$ cat src/rtl/aes_pkg.sv
// ----------------------------------------------------------------------------
// AES-128 package
// Types, tables and byte-level round functions shared by the cipher modules.
// ----------------------------------------------------------------------------
package aes_pkg;

   localparam int NUM_ROUNDS = 10;
   localparam int LATENCY    = NUM_ROUNDS + 1;

   typedef logic [127:0] state_type;
   typedef logic [3:0]   round_idx_type;

   typedef struct packed {
      logic      valid;
      logic      kind;
      state_type state;
   } lane_type;

   localparam logic CSR_KEY_HIGH = 1'b0;
   localparam logic CSR_KEY_LOW  = 1'b1;
   localparam logic KIND_ENCRYPT = 1'b0;

   localparam logic [2047:0] SBOX_VEC = {
      128'h637c777bf26b6fc53001672bfed7ab76, 128'hca82c97dfa5947f0add4a2af9ca472c0,
      128'hb7fd9326363ff7cc34a5e5f171d83115, 128'h04c723c31896059a071280e2eb27b275,
      128'h09832c1a1b6e5aa0523bd6b329e32f84, 128'h53d100ed20fcb15b6acbbe394a4c58cf,
      128'hd0efaafb434d338545f9027f503c9fa8, 128'h51a3408f929d38f5bcb6da2110fff3d2,
      128'hcd0c13ec5f974417c4a77e3d645d1973, 128'h60814fdc222a908846eeb814de5e0bdb,
      128'he0323a0a4906245cc2d3ac629195e479, 128'he7c8376d8dd54ea96c56f4ea657aae08,
      128'hba78252e1ca6b4c6e8dd741f4bbd8b8a, 128'h703eb5664803f60e613557b986c11d9e,
      128'he1f8981169d98e949b1e87e9ce5528df, 128'h8ca1890dbfe6426841992d0fb054bb16};

   localparam logic [2047:0] INV_SBOX_VEC = {
      128'h52096ad53036a538bf40a39e81f3d7fb, 128'h7ce339829b2fff87348e4344c4dee9cb,
      128'h547b9432a6c2233dee4c950b42fac34e, 128'h082ea16628d924b2765ba2496d8bd125,
      128'h72f8f66486689816d4a45ccc5d65b692, 128'h6c704850fdedb9da5e154657a78d9d84,
      128'h90d8ab008cbcd30af7e45805b8b34506, 128'hd02c1e8fca3f0f02c1afbd0301138a6b,
      128'h3a9111414f67dcea97f2cfcef0b4e673, 128'h96ac7422e7ad3585e2f937e81c75df6e,
      128'h47f11a711d29c5896fb7620eaa18be1b, 128'hfc563e4bc6d279209adbc0fe78cd5af4,
      128'h1fdda8338807c731b11210592780ec5f, 128'h60517fa919b54a0d2de57a9f93c99cef,
      128'ha0e03b4dae2af5b0c8ebbb3c83539961, 128'h172b047eba77d626e169146355210c7d};

   function automatic logic [7:0] sbox(input logic [7:0] x);
      return SBOX_VEC[{~x, 3'b000} +: 8];
   endfunction

   function automatic logic [7:0] inv_sbox(input logic [7:0] x);
      return INV_SBOX_VEC[{~x, 3'b000} +: 8];
   endfunction

   function automatic logic [7:0] xtime(input logic [7:0] a);
      return {a[6:0], 1'b0} ^ (a[7] ? 8'h1b : 8'h00);
   endfunction

   function automatic logic [7:0] gmul(input logic [7:0] a, input logic [3:0] m);
      logic [7:0] p;
      logic [7:0] v;
      p = 8'h00;
      v = a;
      for (int i = 0; i < 4; i++) begin
         if (m[i]) begin
            p = p ^ v;
         end
         v = xtime(v);
      end
      return p;
   endfunction

   function automatic logic [7:0] get_byte(input state_type s, input int i);
      return s[127 - 8 * i -: 8];
   endfunction

   function automatic state_type sub_bytes(input state_type s, input logic dec);
      state_type o;
      for (int i = 0; i < 16; i++) begin
         o[127 - 8 * i -: 8] = dec ? inv_sbox(get_byte(s, i)) : sbox(get_byte(s, i));
      end
      return o;
   endfunction

   function automatic state_type shift_rows(input state_type s, input logic dec);
      state_type o;
      for (int r = 0; r < 4; r++) begin
         for (int c = 0; c < 4; c++) begin
            o[127 - 8 * (r * 4 + c) -: 8] = dec ? get_byte(s, r * 4 + ((c + 4 - r) % 4))
                                                : get_byte(s, r * 4 + ((c + r) % 4));
         end
      end
      return o;
   endfunction

   function automatic state_type mix_columns(input state_type s, input logic dec);
      state_type  o;
      logic [3:0] m [4];
      logic [7:0] v;
      if (dec) begin
         m = '{4'he, 4'hb, 4'hd, 4'h9};
      end else begin
         m = '{4'h2, 4'h3, 4'h1, 4'h1};
      end
      for (int c = 0; c < 4; c++) begin
         for (int r = 0; r < 4; r++) begin
            v = 8'h00;
            for (int j = 0; j < 4; j++) begin
               v = v ^ gmul(get_byte(s, j * 4 + c), m[(j - r + 4) % 4]);
            end
            o[127 - 8 * (r * 4 + c) -: 8] = v;
         end
      end
      return o;
   endfunction

   function automatic state_type key_next(input state_type k, input logic [7:0] rcon);
      state_type  o;
      logic [7:0] t [4];
      for (int r = 0; r < 4; r++) begin
         t[r] = sbox(get_byte(k, ((r + 1) % 4) * 4 + 3));
      end
      t[0] = t[0] ^ rcon;
      for (int r = 0; r < 4; r++) begin
         o[127 - 8 * (r * 4) -: 8] = get_byte(k, r * 4) ^ t[r];
         for (int c = 1; c < 4; c++) begin
            o[127 - 8 * (r * 4 + c) -: 8] = get_byte(k, r * 4 + c)
                                          ^ o[127 - 8 * (r * 4 + c - 1) -: 8];
         end
      end
      return o;
   endfunction

endpackage

$ cat src/rtl/aes_key_sched.sv
// ----------------------------------------------------------------------------
// AES-128 key schedule
// Holds the key registers and expands the round keys, one per cycle.
// ----------------------------------------------------------------------------
module aes_key_sched (
   input  logic                  clock,
   input  logic                  reset,
   input  logic                  wr_en,
   input  logic                  wr_index,
   input  logic [63:0]           wr_data,
   output logic                  running,
   output aes_pkg::state_type    round_keys [aes_pkg::NUM_ROUNDS + 1]
);

   logic [63:0]            key_high_ff, key_high_in;
   logic [63:0]            key_low_ff, key_low_in;
   logic                   running_ff, running_in;
   aes_pkg::round_idx_type cnt_ff, cnt_in;
   logic [7:0]             rcon_ff, rcon_in;
   aes_pkg::state_type     work_ff, work_in;
   aes_pkg::state_type     rk_ff [1:aes_pkg::NUM_ROUNDS];
   aes_pkg::state_type     next_key;

   assign next_key = aes_pkg::key_next(work_ff, rcon_ff);

   always_comb begin
      key_high_in = key_high_ff;
      key_low_in  = key_low_ff;
      running_in  = running_ff;
      cnt_in      = cnt_ff;
      rcon_in     = rcon_ff;
      work_in     = work_ff;
      if (wr_en) begin
         if (wr_index == aes_pkg::CSR_KEY_HIGH) begin
            key_high_in = wr_data;
         end else begin
            key_low_in = wr_data;
         end
         work_in    = (wr_index == aes_pkg::CSR_KEY_HIGH) ? {wr_data, key_low_ff}
                                                          : {key_high_ff, wr_data};
         running_in = 1'b1;
         cnt_in     = 4'd1;
         rcon_in    = 8'h01;
      end else if (running_ff) begin
         work_in    = next_key;
         rcon_in    = aes_pkg::xtime(rcon_ff);
         cnt_in     = cnt_ff + 4'd1;
         running_in = (cnt_ff != aes_pkg::round_idx_type'(aes_pkg::NUM_ROUNDS));
      end
   end

   always_ff @(posedge clock) begin
      if (reset) begin
         key_high_ff <= '0;
         key_low_ff  <= '0;
         running_ff  <= 1'b1;
         cnt_ff      <= 4'd1;
         rcon_ff     <= 8'h01;
         work_ff     <= '0;
      end else begin
         key_high_ff <= key_high_in;
         key_low_ff  <= key_low_in;
         running_ff  <= running_in;
         cnt_ff      <= cnt_in;
         rcon_ff     <= rcon_in;
         work_ff     <= work_in;
      end
   end

   for (genvar i = 1; i <= aes_pkg::NUM_ROUNDS; i++) begin : g_rk
      always_ff @(posedge clock) begin
         if (running_ff && !wr_en && cnt_ff == aes_pkg::round_idx_type'(i)) begin
            rk_ff[i] <= next_key;
         end
      end
      assign round_keys[i] = rk_ff[i];
   end

   assign round_keys[0] = {key_high_ff, key_low_ff};
   assign running       = running_ff;

endmodule

$ cat config.mk
export PLATFORM = sky130hd
export DESIGN_NAME = aes_key_sched
export DESIGN_NICKNAME = d
export VERILOG_FILES = /design/src/rtl/aes_pkg.sv /design/src/rtl/aes_key_sched.sv
export SDC_FILE = /design/constraint.sdc
export NUM_CORES = 2
export LEC_CHECK = 0
export BUFFER_PORTS_ARGS = -buffer_cell sky130_fd_sc_hd__buf_4
export CORE_AREA = 2 2 574 576
export CTS_BUF_LIST = sky130_fd_sc_hd__clkbuf_8
export CTS_CLUSTER_SIZE = 28
export DETAILED_ROUTE_END_ITERATION = 10
export DIE_AREA = 0 0 576 578
export SLEW_MARGIN = 30
export SYNTH_ARGS = -nofsm -noshare
export SYNTH_HDL_FRONTEND = slang
export SYNTH_SLANG_ARGS = --single-unit
$ cat constraint.sdc
create_clock -name clock -period 6 [get_ports clock]
set_input_delay 1.2 -clock clock [delete_from_list [all_inputs] [get_ports clock]]
set_output_delay 1.2 -clock clock [all_outputs]
set_load 0.02 [all_outputs]
# Yosys cells after proc, flatten, opt, wreduce, memory -nomap -nowiden
# Memories as Yosys holds them, arrays and structs flattened.
# Cells that the tools add are included.
totals:
  ff_bits: 269
  ramBits: 1280
  input_bits: 68
  out_inout_bits: 1409
  wordCells: 123
  mem_count: 1
op_classes:
  addsub: 1
  n_eq_ne: 11
  shifts: 4
  muxes: 52
  bitwise_logic: 23
  n_reduce_logical: 25
memory_table:
  columns: ["name", "words", "width", "read_ports", "rd_clocked_by_memory_dff", "wr", "line", "rtl"]
  rows:
  - ["rk_ff", 10, 128, 10, 0, 1, "aes_key_sched.sv:21", "aes_pkg::state_type rk_ff [1:aes_pkg::NUM_ROUNDS];"]
ops:
  columns: ["op", "n"]
  rows:
  - ["$shiftx 2048x12->8 const A", 4]
  - ["$mux 128", 12]
  - ["$reduce_or 128->1", 9]
  - ["$xor 8x8->8", 17]
  - ["$mux 4", 9]
  - ["$not 8->8", 4]
  - ["$mux 1", 30]
  - ["$eq 4x3->1 const B", 4]
  - ["$eq 4x4->1 const B", 3]
  - ["$logic_and 1x1->1", 11]
  - ["$eq 4x2->1 const B", 2]
  - ["$xor 8x5->8", 1]
  - ["$mux 5", 1]
  - ["$add 4x1->4 const B", 1]
  - ["$eq 4x1->1 const B", 1]
  - ["$ne 4x4->1 const B", 1]
  - ["$reduce_and 2->1", 2]
  - ["$reduce_bool 2->1", 1]
  - ["$reduce_or 2->1", 1]
  - ["$logic_not 1->1", 1]
  - ["$not 1->1", 1]

# Logic depth before layout (Yosys ltp)
logic_depth:
  word_depth: 16
  depth_mapped: 15
  depth_no_buf: 12

# Worst setup path after synthesis
# OpenSTA, ideal clock, no wires.
synth_path:
  path_type: "input -> register"
  startpoint: "input port wr_en"
  endpoint: "register rk_ff[1][0] (netlist name)"
  setup_time_ns: 0.503
  t_arrival_ns: 4.768
  t_required_ns: 5.497
  path_slack_ns: 0.729
  cell_stages: 4
  n_path_buf: 2
  path_cell_list: "clkbuf_1 -> clkbuf_1 -> nor2_1 -> and3_1"
synth_lines:
  columns: ["item", "line", "rtl"]
  rows:
  - ["start: declaration", "aes_key_sched.sv:8", "input logic wr_en,"]

==> metrics.md <==
| Metric | Value |
|---|---|
| Synth warn | `0` |
| Critical Path RT | `6.63 ns` |
| Vias/cell | `4.868` |
| DIE WIDTH | `576 microns` |
| Avg Cell Area, Syn | `12.92 sq um` |
| Via count | `~56000` |
| First-pass GRT wire length | `about 480 mm` |
| Post_cts resized | `0` |
| Largest net degree at the start of global routing | `82` |
| CP endpoint kind | `flip-flop` |
| Post-Syn Nets | `5382` |
| Slew @ Worst Pin | `around 1.2 ns` |
| I/O pins | `1477` |
| Clock tree buffer depth | `4` |
| # Post-CTS Setup Buffers | `0` |
| Clock Latency Late Sink | `1.06 ns` |
| Register area share after synthesis | `~65%` |
| Async SR Flop Fraction | `0%` |
| Grt ovf | `0` |
| Status | `finished, final reports clean` |
| FF+latch count, synth | `1549` |
| Post-route setup TNS | `0 ns` |
| Crit path time final | `5.479 ns` |
| CTS root buffer | `clkbuf_8` |
| CTS Hold Bufs | `0` |
| Final #Nets | `7005` |
| Yosys cell types | `124` |
| WL/cell | `32.14 microns` |
| Lkg Pwr | `between 30 and 40 nW` |
| Fmax | `182.5 MHz` |
| H-tree depth | `5` |
| CTS sink count | `1549` |
| Final core occ | `27.93%` |
| Clk_skew | `about 0.11 ns` |
| Final period util | `91.32%` |
| # setup viols final | `0` |
| RSZ-0062 raised after global routing | `no` |
| WL final | `approximately 370 mm` |
| EDFF count, synth | `1280` |
| Synth Cell Area | `~68000 sq um` |
| Crit Path Max Fanout | `23` |
| Overall Global Routing Usage | `21.04%` |
| Core area | `326300 sq um` |
| Full die area | `332900 sq um` |
| Number of DRC markers in iteration 0 | `6511` |
| Syn-to-layout area delta | `34.32%` |
| Die Ht | `approximately 580 microns` |
| CTS tree | `built` |
| Worst Path Arrival | `6.11 ns` |
| Post-route DRC violation count | `0` |
| Max-slew violation total from the final report | `0` |
| Max transition margin | `20.01%` |
| Vias in the first global route | `53070` |
| Site Rows | `between 200 and 250` |
| Hold WC Path Type | `input pin to flip-flop` |
| Dpl hpwl | `269.6 mm` |
| Layout cell share with drive strength beyond 1 | `approximately 34%` |
| Mapped Cells | `5250` |
| Starting density of the core | `20.79%` |
| Port bufs | `1476` |
| PD cells | `679.9 nW/um^2` |
| Final hold violations | `0` |
| Routed Antenna Nets | `0` |
| Routability cong. | `0.9876` |
| Max VDD drop | `around 0.46 mV` |
| Antenna violations before repair | `87` |
| Worst Setup Start Kind | `flip-flop` |
| Worst-path clk slew | `0.07 ns` |
| Crit Path Class | `flip-flop to flip-flop` |
| TritonCTS buffer count | `between 200 and 300` |
| Max-Cap Viols | `0` |
| Pre-antenna DRT Iters | `9` |
| Main synth FF type | `edfxtp_1` |
layout by cell type (no fill, tap or decap), drive strengths merged, types with 48 or more instances in the layout:
cell    instances
buf          1774
edfxtp       1280
nand2         508
a21oi         357
clkbuf        287
dfxtp         269
nor2          207
o21ai         205
inv           146
xnor2         137
mux2i         123
nand2b        120
nor3          114
nor2b         103
nand3         101
clkinv        100
xor2           94
a211oi         86
o211ai         69
ha             64
a31oi          56
mux2           50
a311oi         50
and2           48
Yosys cell counts (49+ instances only):
cell type | instances | area share (%)
a211oi_1 | 85 | 0.94
a21oi_1 | 356 | 2.6
a311oi_1 | 49 | 0.63
a31oi_1 | 55 | 0.51
buf_2 | 126 | 0.93
clkbuf_1 | 205 | 1.1
dfxtp_1 | 269 | 7.9
edfxtp_1 | 1280 | 57
ha_1 | 64 | 1.2
inv_1 | 50 | 0.28
mux2_2 | 50 | 0.83
mux2i_1 | 122 | 1.8
nand2_1 | 507 | 2.8
nand2b_1 | 119 | 1.1
nand3_1 | 101 | 0.74
nor2_1 | 204 | 1.1
nor2b_1 | 103 | 0.95
nor3_1 | 111 | 0.82
o211ai_1 | 69 | 0.76
o21ai_0 | 199 | 1.5
xnor2_1 | 125 | 1.6
xor2_1 | 87 | 1.1
report_power, final:
part	total [mW]	internal (mW)	switching [mW]	leakage, nW
combinational	32.9	9.04	23.9	16.8
clock	9.57	4.84	4.73	2.90
sequential	19.5	18.3	1.19	13.8
total	62.0	32.2	29.8	33.5
state kept, by name, indices dropped and copies added, names as in the netlist:
name / flops
work_ff: 128
running: 1
key_high_ff: 64
key_low_ff: 64
rcon_ff: 8
rk_ff: 1280
cnt_ff: 4
cell type report:
type / count / area, sq um
clock inverters: 196 / 1240
well taps: 4346 / 5438
multi-input cells: 3208 / 22510
clock buffers: 286 / 3936
inverters: 65 / 244.0
flip-flops and latches: 1549 / 43870
diodes: 32 / 80.08
fillers: 33540 / 235200
repair buffers: 1775 / 13820
path summary, 6_finish.rpt:
| kind | start | end | slack [ns] | cells past startpoint |
|---|---|---|---|---|
| worst max-delay path | work_ff[96]$_SDFFE_PP0P_ | rk_ff[2][132]$_DFFE_PP_ | 0.52 | 12 |
| worst min-delay path | wr_data[23] | key_low_ff[23]$_SDFFE_PP0P_ | 0.41 | 3 |
| worst max register to register | work_ff[96]$_SDFFE_PP0P_ | rk_ff[2][132]$_DFFE_PP_ | 0.52 | 12 |
| worst min register to register | key_high_ff[36]$_SDFFE_PP0P_ | key_high_ff[36]$_SDFFE_PP0P_ | 0.47 | 2 |
worst max-delay path: stages (launching register included):
cell and delay, ns:
dfxtp_2 0.63, inv_1 0.29, ha_1 0.69, nand2b_1 0.47
a21oi_1 0.12, a311o_1 0.33, a32o_1 0.26, a2111oi_2 0.59
buf_4 0.24, nor2_2 0.05, xnor3_1 0.44, buf_4 0.22
xnor2_1 0.70
kinds of logic after synthesis:
family | synth area share (%)
xor+xnor | 3.677
simple gates | 10.16
mux | 3.845
flops | 64.59
compound gates | 13.04
fa+ha+maj | 1.195
buf+inv | 3.493
layer usage:
metal / up-vias / global-route usage [%] / wire, microns
li1: 23210 / - / -
met1: 28140 / 25.56 / 141900
met2: 3580 / 33.19 / 166200
met3: 797 / 5.831 / 33960
met4: 48 / 12.65 / 25960
met5: - / 0 / 281
per-stage QoR:
step,total power [mW],instances,instance area (sq um),hold WS [ns],setup slack (ns)
after floorplan,33.34,5250,67850,0.4786,0.7294
after global routing,64.26,11440,91090,0.3426,0.2967
final,61.96,11460,91140,0.4146,0.5206
after CTS,62.23,11420,90990,0.2804,0.5909
after detailed placement,52.48,10940,85810,0.4641,0.7773
after global placement,52.12,10940,85580,0.4580,0.6292
No activity file was read; power rests on OpenSTA's default activity.
